<file path="config.mk">
export PLATFORM = sky130hd
export DESIGN_NAME = rational_arithmetic_unit
export DESIGN_NICKNAME = d
export VERILOG_FILES = /design/src/rtl/rau_pkg.sv /design/src/rtl/rational_arithmetic_unit.sv /design/src/rtl/rau_divider.sv
export SDC_FILE = /design/constraint.sdc
export NUM_CORES = 2
export LEC_CHECK = 0
export ABC_AREA = 1
export BUFFER_PORTS_ARGS = -buffer_cell sky130_fd_sc_hd__clkbuf_2
export CAP_MARGIN = 20
export CELL_PAD_IN_SITES_DETAIL_PLACEMENT = 1
export CELL_PAD_IN_SITES_GLOBAL_PLACEMENT = 1
export CORE_MARGIN = 10
export CORE_UTILIZATION = 45
export CTS_BUF_LIST = sky130_fd_sc_hd__clkbuf_16
export DETAILED_ROUTE_END_ITERATION = 10
export GPL_TIMING_DRIVEN = 0
export MAX_ROUTING_LAYER = met4
export PLACE_DENSITY = 0.79
export SLEW_MARGIN = 10
export SYNTH_ARGS = -nofsm -noshare
export SYNTH_HDL_FRONTEND = slang
export SYNTH_HIERARCHICAL = 1
export SYNTH_SLANG_ARGS = --single-unit
</file>
<file path="constraint.sdc">
create_clock -name clock -period 10.3 [get_ports clock]
set_input_delay 2.06 -clock clock [delete_from_list [all_inputs] [get_ports clock]]
set_output_delay 2.06 -clock clock [all_outputs]
set_load 0.01 [all_outputs]
</file>
<file path="src/rtl/rau_pkg.sv">
package rau_pkg;

   localparam int VALUE_WIDTH = 16;
   localparam int FIELD_WIDTH = 16;
   localparam int PROD_WIDTH  = VALUE_WIDTH + FIELD_WIDTH;
   localparam int SUM_WIDTH   = PROD_WIDTH + 1;
   localparam int COUNT_WIDTH = $clog2(SUM_WIDTH + 1);
   localparam int PROD_COUNT  = 4;
   localparam int STEP_WIDTH  = $clog2(PROD_COUNT);

   typedef enum logic [2:0] {
      ACT_LOAD = 3'd0,
      ACT_ADD  = 3'd1,
      ACT_SUB  = 3'd2,
      ACT_MUL  = 3'd3,
      ACT_DIV  = 3'd4,
      ACT_CMP  = 3'd5
   } action_type;

   typedef enum logic [1:0] {
      STAT_OK       = 2'd0,
      STAT_ZERO_DEN = 2'd1,
      STAT_DIV_ZERO = 2'd2,
      STAT_OVERFLOW = 2'd3
   } status_type;

   typedef enum logic [3:0] {
      ST_IDLE,
      ST_MUL,
      ST_COMB,
      ST_MAG,
      ST_GCD,
      ST_DIV_NUM_GO,
      ST_DIV_NUM,
      ST_DIV_DEN_GO,
      ST_DIV_DEN,
      ST_FIT,
      ST_DONE
   } state_type;

   typedef struct packed {
      logic busy;
      logic done;
   } div_status_type;

   typedef logic signed [SUM_WIDTH-1:0] wide_type;
   typedef logic        [SUM_WIDTH-1:0] mag_type;

   function automatic wide_type widen_field(input logic signed [FIELD_WIDTH-1:0] v);
      return wide_type'({{(SUM_WIDTH-FIELD_WIDTH){v[FIELD_WIDTH-1]}}, v});
   endfunction

   function automatic wide_type widen_value(input logic signed [VALUE_WIDTH-1:0] v);
      return wide_type'({{(SUM_WIDTH-VALUE_WIDTH){v[VALUE_WIDTH-1]}}, v});
   endfunction

   function automatic wide_type widen_prod(input logic signed [PROD_WIDTH-1:0] v);
      return wide_type'({{(SUM_WIDTH-PROD_WIDTH){v[PROD_WIDTH-1]}}, v});
   endfunction

   function automatic logic fits_value(input wide_type v);
      return v == widen_value(v[VALUE_WIDTH-1:0]);
   endfunction

   function automatic mag_type magnitude(input wide_type v);
      return v[SUM_WIDTH-1] ? mag_type'(-v) : mag_type'(v);
   endfunction

endpackage

</file>
<file path="src/rtl/rational_arithmetic_unit.sv">
// Rational accumulator: each transaction loads, adds, subtracts, multiplies, divides or
// compares the stored fraction against the operand fraction, and returns one result with
// the accumulator after the step. Rejected transactions, unknown actions and loads go
// straight from accept to result; compare forms its cross products on the one shared
// multiplier and compares them. Arithmetic uses the same multiplier, a binary GCD that
// does one shift, or one subtract and shift, per cycle, and two restoring divisions by
// the GCD on one shared divider. A zero result numerator skips the GCD and the divisions.
// No new transaction is taken until the result has been taken.
module rational_arithmetic_unit import rau_pkg::*; (
   input  logic                          clock,
   input  logic                          reset,
   input  logic                          req_valid,
   output logic                          req_stall,
   input  logic [2:0]                    req_action,
   input  logic signed [FIELD_WIDTH-1:0] req_operand_num,
   input  logic signed [FIELD_WIDTH-1:0] req_operand_den,
   output logic                          rsp_valid,
   input  logic                          rsp_stall,
   output logic signed [FIELD_WIDTH-1:0] rsp_result_num,
   output logic signed [FIELD_WIDTH-1:0] rsp_result_den,
   output logic                          rsp_equal_flag,
   output logic [1:0]                    rsp_status
);

   state_type                     state_ff, state_in;
   logic [STEP_WIDTH-1:0]         step_ff, step_in;
   action_type                    action_ff, action_in;
   logic signed [FIELD_WIDTH-1:0] op_num_ff, op_num_in;
   logic signed [FIELD_WIDTH-1:0] op_den_ff, op_den_in;
   logic signed [VALUE_WIDTH-1:0] acc_num_ff, acc_num_in;
   logic signed [VALUE_WIDTH-1:0] acc_den_ff, acc_den_in;
   wide_type                      n_ff, n_in;
   wide_type                      d_ff, d_in;
   mag_type                       ga_ff, ga_in;
   mag_type                       gb_ff, gb_in;
   logic [COUNT_WIDTH-1:0]        k_ff, k_in;
   mag_type                       g_ff, g_in;
   mag_type                       qn_ff, qn_in;
   mag_type                       qd_ff, qd_in;
   logic                          eq_ff, eq_in;
   status_type                    status_ff, status_in;

   logic signed [PROD_WIDTH-1:0]  prod_ff [PROD_COUNT];
   logic signed [VALUE_WIDTH-1:0] mult_a;
   logic signed [FIELD_WIDTH-1:0] mult_b;
   logic signed [PROD_WIDTH-1:0]  mult_p;

   logic                          div_start;
   mag_type                       div_dividend;
   mag_type                       div_quotient;
   div_status_type                div_stat;

   wide_type                      vn, vd;
   wide_type                      acc_num_wide, acc_den_wide;
   wide_type                      load_num, load_den;

   assign mult_a = step_ff[0] ? acc_den_ff : acc_num_ff;
   assign mult_b = (step_ff[0] ^ step_ff[1]) ? op_num_ff : op_den_ff;
   assign mult_p = mult_a * mult_b;

   assign load_num = widen_field(req_operand_num);
   assign load_den = widen_field(req_operand_den);

   rau_divider u_divider (
      .clock    (clock),
      .reset    (reset),
      .start    (div_start),
      .dividend (div_dividend),
      .divisor  (g_ff),
      .quotient (div_quotient),
      .status   (div_stat)
   );

   always_comb begin
      state_in     = state_ff;
      step_in      = step_ff;
      action_in    = action_ff;
      op_num_in    = op_num_ff;
      op_den_in    = op_den_ff;
      acc_num_in   = acc_num_ff;
      acc_den_in   = acc_den_ff;
      n_in         = n_ff;
      d_in         = d_ff;
      ga_in        = ga_ff;
      gb_in        = gb_ff;
      k_in         = k_ff;
      g_in         = g_ff;
      qn_in        = qn_ff;
      qd_in        = qd_ff;
      eq_in        = eq_ff;
      status_in    = status_ff;
      div_start    = 1'b0;
      div_dividend = magnitude((state_ff == ST_DIV_NUM_GO) ? n_ff : d_ff);
      vn           = n_ff[SUM_WIDTH-1] ? -wide_type'(qn_ff) : wide_type'(qn_ff);
      vd           = d_ff[SUM_WIDTH-1] ? -wide_type'(qd_ff) : wide_type'(qd_ff);

      unique case (state_ff)
         ST_IDLE: begin
            if (req_valid) begin
               action_in = action_type'(req_action);
               op_num_in = req_operand_num;
               op_den_in = req_operand_den;
               eq_in     = 1'b0;
               status_in = STAT_OK;
               step_in   = '0;
               state_in  = ST_DONE;
               priority if (req_action > ACT_CMP) begin
                  status_in = STAT_OK;
               end else if (req_operand_den == '0) begin
                  status_in = STAT_ZERO_DEN;
               end else if (req_action == ACT_DIV && req_operand_num == '0) begin
                  status_in = STAT_DIV_ZERO;
               end else if (req_action == ACT_LOAD) begin
                  if (fits_value(load_num) && fits_value(load_den)) begin
                     acc_num_in = load_num[VALUE_WIDTH-1:0];
                     acc_den_in = load_den[VALUE_WIDTH-1:0];
                  end else begin
                     status_in = STAT_OVERFLOW;
                  end
               end else begin
                  state_in = ST_MUL;
               end
            end
         end
         ST_MUL: begin
            step_in = step_ff + STEP_WIDTH'(1);
            if (step_ff == STEP_WIDTH'(PROD_COUNT - 1)) begin
               state_in = ST_COMB;
            end
         end
         ST_COMB: begin
            state_in = ST_MAG;
            unique case (action_ff)
               ACT_ADD: begin
                  n_in = widen_prod(prod_ff[0]) + widen_prod(prod_ff[1]);
                  d_in = widen_prod(prod_ff[3]);
               end
               ACT_SUB: begin
                  n_in = widen_prod(prod_ff[0]) - widen_prod(prod_ff[1]);
                  d_in = widen_prod(prod_ff[3]);
               end
               ACT_MUL: begin
                  n_in = widen_prod(prod_ff[2]);
                  d_in = widen_prod(prod_ff[3]);
               end
               ACT_DIV: begin
                  n_in = widen_prod(prod_ff[0]);
                  d_in = widen_prod(prod_ff[1]);
               end
               ACT_CMP: begin
                  eq_in    = (prod_ff[0] == prod_ff[1]);
                  state_in = ST_DONE;
               end
               default: begin
                  state_in = ST_DONE;
               end
            endcase
         end
         ST_MAG: begin
            if (n_ff == '0) begin
               qn_in    = '0;
               qd_in    = magnitude(d_ff);
               state_in = ST_FIT;
            end else begin
               ga_in    = magnitude(n_ff);
               gb_in    = magnitude(d_ff);
               k_in     = '0;
               state_in = ST_GCD;
            end
         end
         ST_GCD: begin
            priority if (ga_ff == gb_ff) begin
               g_in     = ga_ff << k_ff;
               state_in = ST_DIV_NUM_GO;
            end else if (!ga_ff[0] && !gb_ff[0]) begin
               ga_in = ga_ff >> 1;
               gb_in = gb_ff >> 1;
               k_in  = k_ff + COUNT_WIDTH'(1);
            end else if (!ga_ff[0]) begin
               ga_in = ga_ff >> 1;
            end else if (!gb_ff[0]) begin
               gb_in = gb_ff >> 1;
            end else if (ga_ff > gb_ff) begin
               ga_in = (ga_ff - gb_ff) >> 1;
            end else begin
               gb_in = (gb_ff - ga_ff) >> 1;
            end
         end
         ST_DIV_NUM_GO: begin
            if (!div_stat.busy) begin
               div_start = 1'b1;
               state_in  = ST_DIV_NUM;
            end
         end
         ST_DIV_NUM: begin
            if (div_stat.done) begin
               qn_in    = div_quotient;
               state_in = ST_DIV_DEN_GO;
            end
         end
         ST_DIV_DEN_GO: begin
            if (!div_stat.busy) begin
               div_start = 1'b1;
               state_in  = ST_DIV_DEN;
            end
         end
         ST_DIV_DEN: begin
            if (div_stat.done) begin
               qd_in    = div_quotient;
               state_in = ST_FIT;
            end
         end
         ST_FIT: begin
            if (fits_value(vn) && fits_value(vd)) begin
               acc_num_in = vn[VALUE_WIDTH-1:0];
               acc_den_in = vd[VALUE_WIDTH-1:0];
               status_in  = STAT_OK;
            end else begin
               status_in  = STAT_OVERFLOW;
            end
            state_in = ST_DONE;
         end
         ST_DONE: begin
            if (!rsp_stall) begin
               state_in = ST_IDLE;
            end
         end
         default: begin
            state_in = ST_IDLE;
         end
      endcase
   end

   always_ff @(posedge clock) begin
      if (reset) begin
         state_ff   <= ST_IDLE;
         acc_num_ff <= '0;
         acc_den_ff <= VALUE_WIDTH'(1);
      end else begin
         state_ff   <= state_in;
         acc_num_ff <= acc_num_in;
         acc_den_ff <= acc_den_in;
      end
   end

   always_ff @(posedge clock) begin
      step_ff   <= step_in;
      action_ff <= action_in;
      op_num_ff <= op_num_in;
      op_den_ff <= op_den_in;
      n_ff      <= n_in;
      d_ff      <= d_in;
      ga_ff     <= ga_in;
      gb_ff     <= gb_in;
      k_ff      <= k_in;
      g_ff      <= g_in;
      qn_ff     <= qn_in;
      qd_ff     <= qd_in;
      eq_ff     <= eq_in;
      status_ff <= status_in;
      if (state_ff == ST_MUL) begin
         prod_ff[step_ff] <= mult_p;
      end
   end

   assign acc_num_wide   = widen_value(acc_num_ff);
   assign acc_den_wide   = widen_value(acc_den_ff);
   assign req_stall      = (state_ff != ST_IDLE);
   assign rsp_valid      = (state_ff == ST_DONE);
   assign rsp_result_num = acc_num_wide[FIELD_WIDTH-1:0];
   assign rsp_result_den = acc_den_wide[FIELD_WIDTH-1:0];
   assign rsp_equal_flag = eq_ff;
   assign rsp_status     = status_ff;

endmodule

</file>
<file path="src/rtl/rau_divider.sv">
module rau_divider import rau_pkg::*; (
   input  logic           clock,
   input  logic           reset,
   input  logic           start,
   input  mag_type        dividend,
   input  mag_type        divisor,
   output mag_type        quotient,
   output div_status_type status
);

   logic [SUM_WIDTH:0]     rem_ff, rem_in;
   mag_type                quo_ff, quo_in;
   logic [COUNT_WIDTH-1:0] count_ff, count_in;
   logic                   busy_ff, busy_in;
   logic                   done_ff, done_in;
   logic [SUM_WIDTH:0]     shifted;

   always_comb begin
      shifted  = {rem_ff[SUM_WIDTH-1:0], quo_ff[SUM_WIDTH-1]};
      rem_in   = rem_ff;
      quo_in   = quo_ff;
      count_in = count_ff;
      busy_in  = busy_ff;
      done_in  = 1'b0;
      if (start) begin
         rem_in   = '0;
         quo_in   = dividend;
         count_in = COUNT_WIDTH'(SUM_WIDTH);
         busy_in  = 1'b1;
      end else if (busy_ff) begin
         if (shifted >= {1'b0, divisor}) begin
            rem_in = shifted - {1'b0, divisor};
            quo_in = {quo_ff[SUM_WIDTH-2:0], 1'b1};
         end else begin
            rem_in = shifted;
            quo_in = {quo_ff[SUM_WIDTH-2:0], 1'b0};
         end
         count_in = count_ff - COUNT_WIDTH'(1);
         if (count_ff == COUNT_WIDTH'(1)) begin
            busy_in = 1'b0;
            done_in = 1'b1;
         end
      end
   end

   always_ff @(posedge clock) begin
      if (reset) begin
         busy_ff <= 1'b0;
         done_ff <= 1'b0;
      end else begin
         busy_ff <= busy_in;
         done_ff <= done_in;
      end
   end

   always_ff @(posedge clock) begin
      rem_ff   <= rem_in;
      quo_ff   <= quo_in;
      count_ff <= count_in;
   end

   assign quotient = quo_ff;
   assign status   = '{busy: busy_ff, done: done_ff};

endmodule

</file>
Word-level counts from Yosys, hierarchy flattened

Memories as Yosys holds them, arrays and structs flattened.
Index checks and enable logic that the tools add are counted.

Shift-type cells: 1
Magnitude comparators: 3
Reductions and logical operators: 40
Add/subtract/negate cells: 13
Multipliers: 1
Equal/unequal tests: 44
Bitwise gates (word level): 2
Muxes and demuxes: 85

Operators with widths:

| cell                 | number |
|---|---|
| $mux W33             | 24 |
| $pmux W33 S2         | 5 |
| $mux W16             | 14 |
| $neg A33 Y33         | 5 |
| $pmux W33 S4         | 1 |
| $sub A33 B33 Y33     | 3 |
| $pmux W16 S2         | 2 |
| $mux W4              | 14 |
| $pmux W4 S11         | 1 |
| $eq A17 B1 Y1        | 2 |
| $ge A34 B33 Y1       | 1 |
| $add A32 B32 Y33     | 1 |
| $eq A33 B33 Y1       | 1 |
| $gt A33 B33 Y1       | 1 |
| $logic_not A33 Y1    | 1 |
| $shl A33 B6 Y33      | 1 |
| $sub A32 B32 Y33     | 1 |
| $eq A32 B32 Y1       | 1 |
| $logic_not A16 Y1    | 2 |
| $mul A16 B16 Y32     | 1 |
| $ne A2 B2 Y1 const B | 16 |
| $mux W6              | 3 |
| $eq A4 B3 Y1 const B | 4 |
| $reduce_bool A2 Y1   | 8 |
| other kinds (36)     | 76 |

Word-level logic and storage cells: 214
Memories: 1
Output and inout port bits: 37
Bits of input ports: 39
Flip-flop bits (word level): 387
RAM bits: 128

Memories:

| name    | depth | bits a word | read ports | clocked after memory_dff | write ports | RTL line                       | text |
|---|---|---|---|---|---|---|---|
| prod_ff | 4     | 32          | 4          | 0                        | 1           | rational_arithmetic_unit.sv:43 | `logic signed [PROD_WIDTH-1:0] prod_ff [PROD_COUNT];` |

Depth between registers and ports, before layout

Depth after elaboration: 7
Depth in mapped cells: 33
Depth with buffers taken out: 30

Cells and area by module

Netlist, hierarchy kept.

Modules (own cells, without submodules):

| module                   | cells each | seq. area each (µm²) | instances | area an instance (µm²) |
|---|---|---|---|---|
| rational_arithmetic_unit | 5435       | 12852.3              | 1         | 41731.3 |
| rau_divider              | 1009       | 1811.7               | 1         | 6184.7 |

Worst setup path before layout

No wires, ideal clock.

Path type: register to register
Start: reg step_ff[0]
End: mem prod_ff[0][30] (netlist name) (data pin)
Path slack: 3197 ps
Data required time: 10029 ps
Setup time: 271 ps
Arrival time: 6832 ps
Path buffers: 3
Clock period less this slack: 7103 ps
Cell stages (with the launch flop): 27
Cell sequence: edfxtp_1 -> clkbuf_1 -> inv_1 -> ha_1 -> clkbuf_1 -> clkbuf_1 -> nand2_1 -> o21ai_1 -> inv_1 -> nor2_1 -> fa_1 -> fa_1 -> fa_1 -> fa_1 -> fa_1 -> inv_1 -> fa_1 -> inv_1 -> ha_1 -> nand2_1 -> o21a_1 -> o311a_1 -> o221ai_1 -> a21oi_1 -> nor2_1 -> nor2_1 -> xor2_1

Longest elaborated chain between the ends: 3
Elaborated cells between the ends (all ways): 4
Those cells by class: 1 x mul; 2 x mux; 1 x bitwise

Ends and longest elaborated chain:

| element                | RTL line                        | text |
|---|---|---|
| from (decl)            | rational_arithmetic_unit.sv:26  | `logic [STEP_WIDTH-1:0] step_ff, step_in;` |
| from (signal assigned) | rational_arithmetic_unit.sv:247 | `step_ff <= step_in;` |
| $xor A1 B1 Y1          | rational_arithmetic_unit.sv:58  | `assign mult_b = (step_ff[0] ^ step_ff[1]) ? op_num_ff : op_den_ff;` |
| $mux W16               | rational_arithmetic_unit.sv:58  |  |
| $mul A16 B16 Y32 (*)   | rational_arithmetic_unit.sv:59  | `assign mult_p = mult_a * mult_b;` |
| named net mult_p[30]   | rational_arithmetic_unit.sv:46  | `logic signed [PROD_WIDTH-1:0] mult_p;` |
| to (decl)              | rational_arithmetic_unit.sv:43  |  |

The timed path passes the listed nets; every way through them passes the cells marked *.

Worst setup path after layout

Start: reg step_ff[0]
End: mem prod_ff[3][30] (netlist name) (data pin)

The elaborated chain is that of the path after synthesis.

==> impl_metrics.tcl <==
set metrics [dict create \
    place_area_mm2 0.0505 \
    h-tree-depth 3 \
    fin_area_mm2 0.0527 \
    globalRouteMet3Util 0.0370 \
    fin_cells 8052 \
    max_stage_delay_ps 920 \
    ys.flop_type "edfxtp_1" \
    vias 45400 \
    syn-num-nets 7008 \
    wl_mm 191 \
    endpoint_kind "register" \
    drv_cap 0 \
    async_reset_ff_frac 0 \
    max_freq_mhz 102 \
    area_growth_pct 9.93 \
    holdBufCountCts 0 \
    ys_types 71 \
    track_usage 0.319 \
    crit_arrival_ps 10200 \
    coreArea_mm2 0.106 \
    syn_area_per_cell_um2 7.44 \
    critical_path.startpoint_type "register" \
    seqCellArea_mm2 0.0147 \
    fillers 13400 \
    final-hold-violation-count 0 \
    cts_sinks 514 \
    drive_gt1_frac 0.0562 \
    ys_seq_elements 514 \
    fin_crit_ps 9850 \
    grt_use_met1 0.378 \
    hpwl_mm 159 \
    maxSlewViolCount 0 \
    final_common_cell "nand2_1" \
    die-height_um 346 \
    required_ps 10650 \
    rsz0062_at_grt "no" \
    status "complete, no violations" \
    avgRoutedWirePerCell_um 23.7 \
    most-common-layout-cells "nand2_1 (1525), inv_1 (1080), nor2_1 (712), edfxtp_1 (437), o21ai_0 (401)" \
    clkLatencyLatePin_ps 660 \
    rows 119 \
    ys_seq_area_frac 0.306 \
    path_max_fanout 10 \
    numCtsBuffers 66 \
    synthCells 6444 \
    reg2reg_slack_ps 450 \
    nets 7168 \
    post-route-period-util 0.956 \
    path_clk_slew_ps 60 \
    multi_input_area_mm2 0.0282 \
    via_per_inst 5.64 \
    port_buffers 75 \
    ios 76 \
    ant_nets 0 \
    antenna_found_initial 4 \
    cts_tree "built" \
    drtPass1Iterations 5 \
    grt_pass1_wl_mm 287 \
    slew-limit-headroom 0.259 \
    cp_common_cell "fa_1" \
    fin_worst_skew_ps 23.2 \
    clock-root-buffer "clkbuf_16" \
    cts_buffer_depth 3 \
    use_met2 0.534 \
    total_power_mw 17.7 \
    netlist_area_mm2 0.0479 \
    leakage_nw 24.7 \
    critPathKind "register to register" \
    synth_warnings 6 \
    grt_max_degree 34 \
    tightest_slew_ps 1100 \
    first_global_vias 47700 \
    final.setup.tns_ps 0 \
    die-area_mm2 0.120 \
    drc 0 \
    drt_iter0_drc 3580 \
    gr-max-usage-layer "met2" \
    crit_slowest_cell "fa_1" \
    setup-violations-final 0 \
    grt_overflow_total 0 \
    place.gp.congestion 1.03 \
    ir_drop_mv 0.872 \
    p_per_area_mw_per_mm2 336 \
    hold_path.class "register to register" \
    dp_cells 7926 \
    start_util 0.454 \
    die_w_um 346 \
    synth_edf_count 437 \
]
==> synth_stat cells (18+ instances only) <==
cell type | instances | share of area
a21oi_1 | 367 | 0.038
a31oi_1 | 24 | 0.0031
o21ai_0 | 401 | 0.042
nand3_1 | 284 | 0.030
nand3b_1 | 30 | 0.0047
nor4_1 | 25 | 0.0033
dfxtp_1 | 77 | 0.032
nand4_1 | 71 | 0.0093
xor2_1 | 154 | 0.028
o22ai_1 | 22 | 0.0029
nor2_2 | 18 | 0.0024
o21ai_1 | 55 | 0.0057
ha_1 | 258 | 0.067
clkbuf_1 | 161 | 0.013
fa_1 | 267 | 0.11
buf_2 | 32 | 0.0033
nand2_1 | 1525 | 0.12
o21bai_1 | 26 | 0.0041
xnor2_1 | 60 | 0.011
edfxtp_1 | 437 | 0.27
nor3_1 | 61 | 0.0064
nor2_1 | 719 | 0.056
or2_2 | 25 | 0.0033
nand2_2 | 19 | 0.0025
inv_2 | 19 | 0.0015
inv_1 | 1068 | 0.084
==> cell families (layout without fill, tap and decap cells) <==
logic type / count (synthesis) / after routing / synth area share
compound gates: 1025 / 1025 / 0.119
fa+ha+maj: 525 / 525 / 0.179
xor+xnor: 214 / 214 / 0.0391
simple gates: 2820 / 2820 / 0.246
flops: 514 / 514 / 0.306
buf+inv: 1328 / 1542 / 0.108
other cells: 1 / 4 / 0.0000783
mux: 17 / 17 / 0.00358
==> what timing repair did <==
item | CTS | global route
gates resized for setup | 0 | 1
setup endpoints to repair | 0 | 4
endpoints found under the hold margin | 0 | 0
buffers inserted | 0 | 0
==> critical path, delay by kind of cell (launching register included) <==
family,cells,cell delay (ps)
adder cells (fa/ha/maj),8,4320
buffers and inverters,8,2180
AO/OA/AOI/OAI,3,1100
AND/OR/NAND/NOR,8,950
XOR/XNOR,1,570
flip-flops,1,380
==> path summary, 6_finish.rpt <==
| check | depth (start not counted) | end | startpoint |
|---|---|---|---|
| setup / recovery | 28 | prod_ff[3][30]$_DFFE_PP_ | step_ff[0]$_SDFFCE_PN0P_ |
| hold / removal | 2 | u_divider/rem_ff[11]$_SDFFE_PP0P_ | u_divider/rem_ff[11]$_SDFFE_PP0P_ |
| setup reg to reg | 28 | prod_ff[3][30]$_DFFE_PP_ | step_ff[0]$_SDFFCE_PN0P_ |
| hold reg to reg | 2 | u_divider/rem_ff[11]$_SDFFE_PP0P_ | u_divider/rem_ff[11]$_SDFFE_PP0P_ |
==> flip-flops by register name, indices dropped and copies added (netlist names), 4 cells and up <==
signal / count
qn_ff: 33
u_divider/quotient: 33
rsp_result_num: 16
d_ff: 32
g_ff: 33
ga_ff: 33
u_divider/count_ff: 6
op_num_ff: 16
rsp_result_den: 16
state_ff: 4
op_den_ff: 16
gb_ff: 33
n_ff: 33
prod_ff: 128
k_ff: 6
u_divider/rem_ff: 33
qd_ff: 33
==> per-stage QoR <==
stage / hold slack [ps] / util / setup slack [ps]
2_1_floorplan: 443 / - / 3200
3_3_place_gp: 459 / 0.474 / 735
3_5_place_dp: 463 / 0.478 / 553
4_1_cts: 476 / 0.499 / 495
5_1_grt: 496 / 0.499 / 105
6_report: 473 / 0.499 / 450
==> metal layers <==
| metal | vias up | routed length [um] |
|---|---|---|
| li1 | 21000 | - |
| met1 | 22500 | 76800 |
| met2 | 1470 | 91800 |
| met3 | 430 | 11000 |
| met4 | 0 | 11200 |
| met5 | - | 0 |
==> area by class of cell <==
type / instances / share of cell area
multi-input combinational: 4602 / 0.536
clock inverter: 56 / 0.0103
inverter: 1102 / 0.0785
buffer: 226 / 0.0193
timing repair buffer: 92 / 0.0133
tap: 1391 / 0.0330
clock buffer: 66 / 0.0314
sequential: 514 / 0.278
antenna: 3 / 0.000143
==> power breakdown <==
group          internal [mW]  total, mW  switching, mW
clock                   1.36       2.38           1.02
sequential              3.55       3.83          0.281
combinational           3.37       11.5           8.09
(Power assumes the default switching activity.)
